===== config.mk =====
export PLATFORM = sky130hd
export DESIGN_NAME = tmag_ram
export DESIGN_NICKNAME = d
export VERILOG_FILES = /design/src/hdl/tmag_ram.sv
export SDC_FILE = /design/constraint.sdc
export NUM_CORES = 1
export LEC_CHECK = 0
export BUFFER_PORTS_ARGS = -buffer_cell sky130_fd_sc_hd__clkbuf_2
export CORE_MARGIN = 1
export CORE_UTILIZATION = 45
export DETAILED_ROUTE_END_ITERATION = 16
export PLACE_DENSITY = 0.69
export REMOVE_ABC_BUFFERS = 1
export SLEW_MARGIN = 20
export SYNTH_ARGS = -nofsm -noshare
export SYNTH_HDL_FRONTEND = slang
export SYNTH_SLANG_ARGS = --single-unit
export TNS_END_PERCENT = 10

===== constraint.sdc =====
create_clock -name clk -period 1.1 [get_ports clk]
set_input_delay 0.165 -clock clk [delete_from_list [all_inputs] [get_ports clk]]
set_output_delay 0.165 -clock clk [all_outputs]
set_load 0.005 [all_outputs]

===== src/hdl/tmag_ram.sv =====
// Generic single-write, single-read RAM with registered read data.
`default_nettype none
module tmag_ram #(
    parameter int WIDTH = 8,
    parameter int DEPTH = 2,
    localparam int AW = (DEPTH > 1) ? $clog2(DEPTH) : 1
) (
    input  logic             clk,
    input  logic             we,
    input  logic [AW-1:0]    waddr,
    input  logic [WIDTH-1:0] wdata,
    input  logic [AW-1:0]    raddr,
    output logic [WIDTH-1:0] rdata
);

    logic [WIDTH-1:0] mem [DEPTH];

    always_ff @(posedge clk)
    begin
        if (we)
        begin
            mem[waddr] <= wdata;
        end
        rdata <= mem[raddr];
    end

endmodule
`default_nettype wire


==> impl_results.md <==
- Status: finished, violations left
- Failing checks: DRC
- Final Net Count: 71
- Crit Path Category: reg -> out
- Crit path max-delay family: flip-flops
- Max Cap Violations: 0
- Worst R2R Setup Slack: 350 ps
- Largest net degree at the start of global routing: 14
- Clock Skews: 4.88 ps
- CTS Sinks: 24
- Critical Path Sink: rdata[6]
- Later-pin clock latency in the skew report: 310 ps
- Routed wire per std cell: 11.3 um
- Row Count: 14
- RR Startpoint: mem[1][3]
- CP Buf/Inv Count: 1
- Clock Path Buffers: 2
- Max stage delay on crit path: 340 ps
- Worst Setup SP: rdata[6]
- Post-CTS Setup Bufs: 0
- Shortest period the worst path allows: 918 ps
- CTS buffer count: 3
- Vias in the first global route: 313
- DRT Pass-1 Iters: 10
- DRC errors left: 2
- Cell Area, Synth: 785 um^2
- Hold_buf cts: 0
- Worst-Margin Slew: 338 ps
- Initial DRC count: 11
- Global-route wire length before repair: 1.24 mm
- Fin area: 932 um^2
- Final TNS setup: 0 ps
- Syn Inst Count: 35
- Gr usage total: 0.101
- CTS tree: built
- Cell Area, Placed: 896 um^2
- Post-CTS sizing: 0
- Chip Height: 43.8 um
- Area of the die: 1910 um^2
- Crit path max-delay cell type: dfxtp_1
- RePlAce Congestion: 0.641
- H-tree Lvls: 1
- Clock root buffer: clkbuf_4
- N_diodes: 0
- Startpoint types: flip-flop
- CP Cell Sequence: clkbuf_2
- Fraction of layout cells with a size suffix above 1: 0.552
- Final Hold Fails: 0
- Yosys reg bits: 24
- Crit path DAT: 750 ps
- Max-slew violation count: 0
- Global route overflow: 0
- Drt total wl: 835 um
- Via count: 369
- Hold path startpoint: wdata[1]
- Seq/Total Area, Yosys: 0.817
- Min-delay worst type: in -> reg
- Post-route ant nets: 0
- Die W: 43.8 um
- Initial antenna violation count: 0
- Worst slew margin: 0.774
- Core Region: 1560 um^2
- Avg Cell Area, Syn: 22.4 um^2
- Cell Pwr Density: 1720 nW/um^2
- CP required: 940 ps
- Critical Path End Type: output port
- Setup violators final: 0
- Worst IR drop on VDD: 1120 uV
- Hold slack final: 36.3 ps
- Initial Utilization: 0.503
- Leakage: 0.393 nW
- Buffers on Ports: 19
- FF-to-FF End: rdata[3]
- Commonest non-fill, non-tap cell in the layout: clkbuf_2
- Vias per cell: 4.99
- Top Ports: 20
- Tcrit/Tclk final: 0.834
- Fill cells: 108
- Yosys Warn Count: 0
- Area growth syn-to-layout: 18.8%
- Cell count along the critical path: 1
- Clk pin slew, worst setup/hold paths: 120 ps
- Fmax: 1.09 GHz
- Crit path max fanout: 1
- RSZ-0062 raised after global routing: no
- Synth cell types: 6
- Highest-count cells in the layout ignoring fill and taps: 19 x clkbuf_2, 16 x edfxtp_1, 8 x mux2_4, 8 x dfxtp_1, 3 x clkbuf_4
- Reg2reg path depth: 1
flip-flops by register name (all words and copies together) (netlist names):
signal / cells
rdata: 8
mem: 16
synthesized netlist by cell type:
library cell	count	area, um^2
dfxtp_1	8	160
mux2_4	8	120
and2_1	1	6.26
nor2b_1	1	6.26
edfxtp_1	16	480
buf_6	1	11.3
worst min-delay path by stage:
| stage | slack (ps) | cells past startpoint | to |
|---|---|---|---|
| after floorplan | 260 | 0 | mem[0][0] |
| after global placement | 360 | 1 | mem[0][3] |
| after detailed placement | 360 | 1 | mem[1][7] |
| after CTS | 30 | 1 | mem[0][7] |
| after global routing | 30 | 1 | mem[0][7] |
| final | 40 | 1 | mem[0][1] |
power breakdown:
group	switching [mW]	internal, mW	leakage [nW]
combinational	0.0449	0.0739	0.155
clock	0.237	0.202	0.0210
sequential	0.0154	1.03	0.218
total	0.297	1.31	0.393
area by class of cell:
type                            instances  area, um^2  area share
Timing Repair Buffer                   20         103       0.110
Clock buffer                            4        36.3      0.0389
Sequential cell                        24         641       0.687
Multi-Input combinational cell         10         133       0.142
Tap cell                               16        20.0      0.0215
stage by stage:
stage               setup WS, ps  utilization  total power [mW]  std cells
global route                 152        0.598              1.66         74
finish                       182        0.598              1.61         74
CTS                          166        0.598              1.62         74
global placement             196        0.575              1.19         70
floorplan                    142            -              1.12         34
detailed placement           163        0.575              1.19         70
logic make-up after synthesis:
group / after synthesis / synth area share
AND/OR/NAND/NOR: 2 / 0.0160
flip-flops: 24 / 0.817
multiplexers: 8 / 0.153
buffers and inverters: 1 / 0.0144
routing by layer:
layer | wire length (um) | global-route usage | vias up
met4 | 22 | 0.0938 | 0
met3 | 60 | 0.0292 | 4
li1 | - | - | 176
met1 | 308 | 0.0912 | 170
met5 | 0 | 0 | -
met2 | 444 | 0.176 | 19
Power figures use the tool's default switching activity.
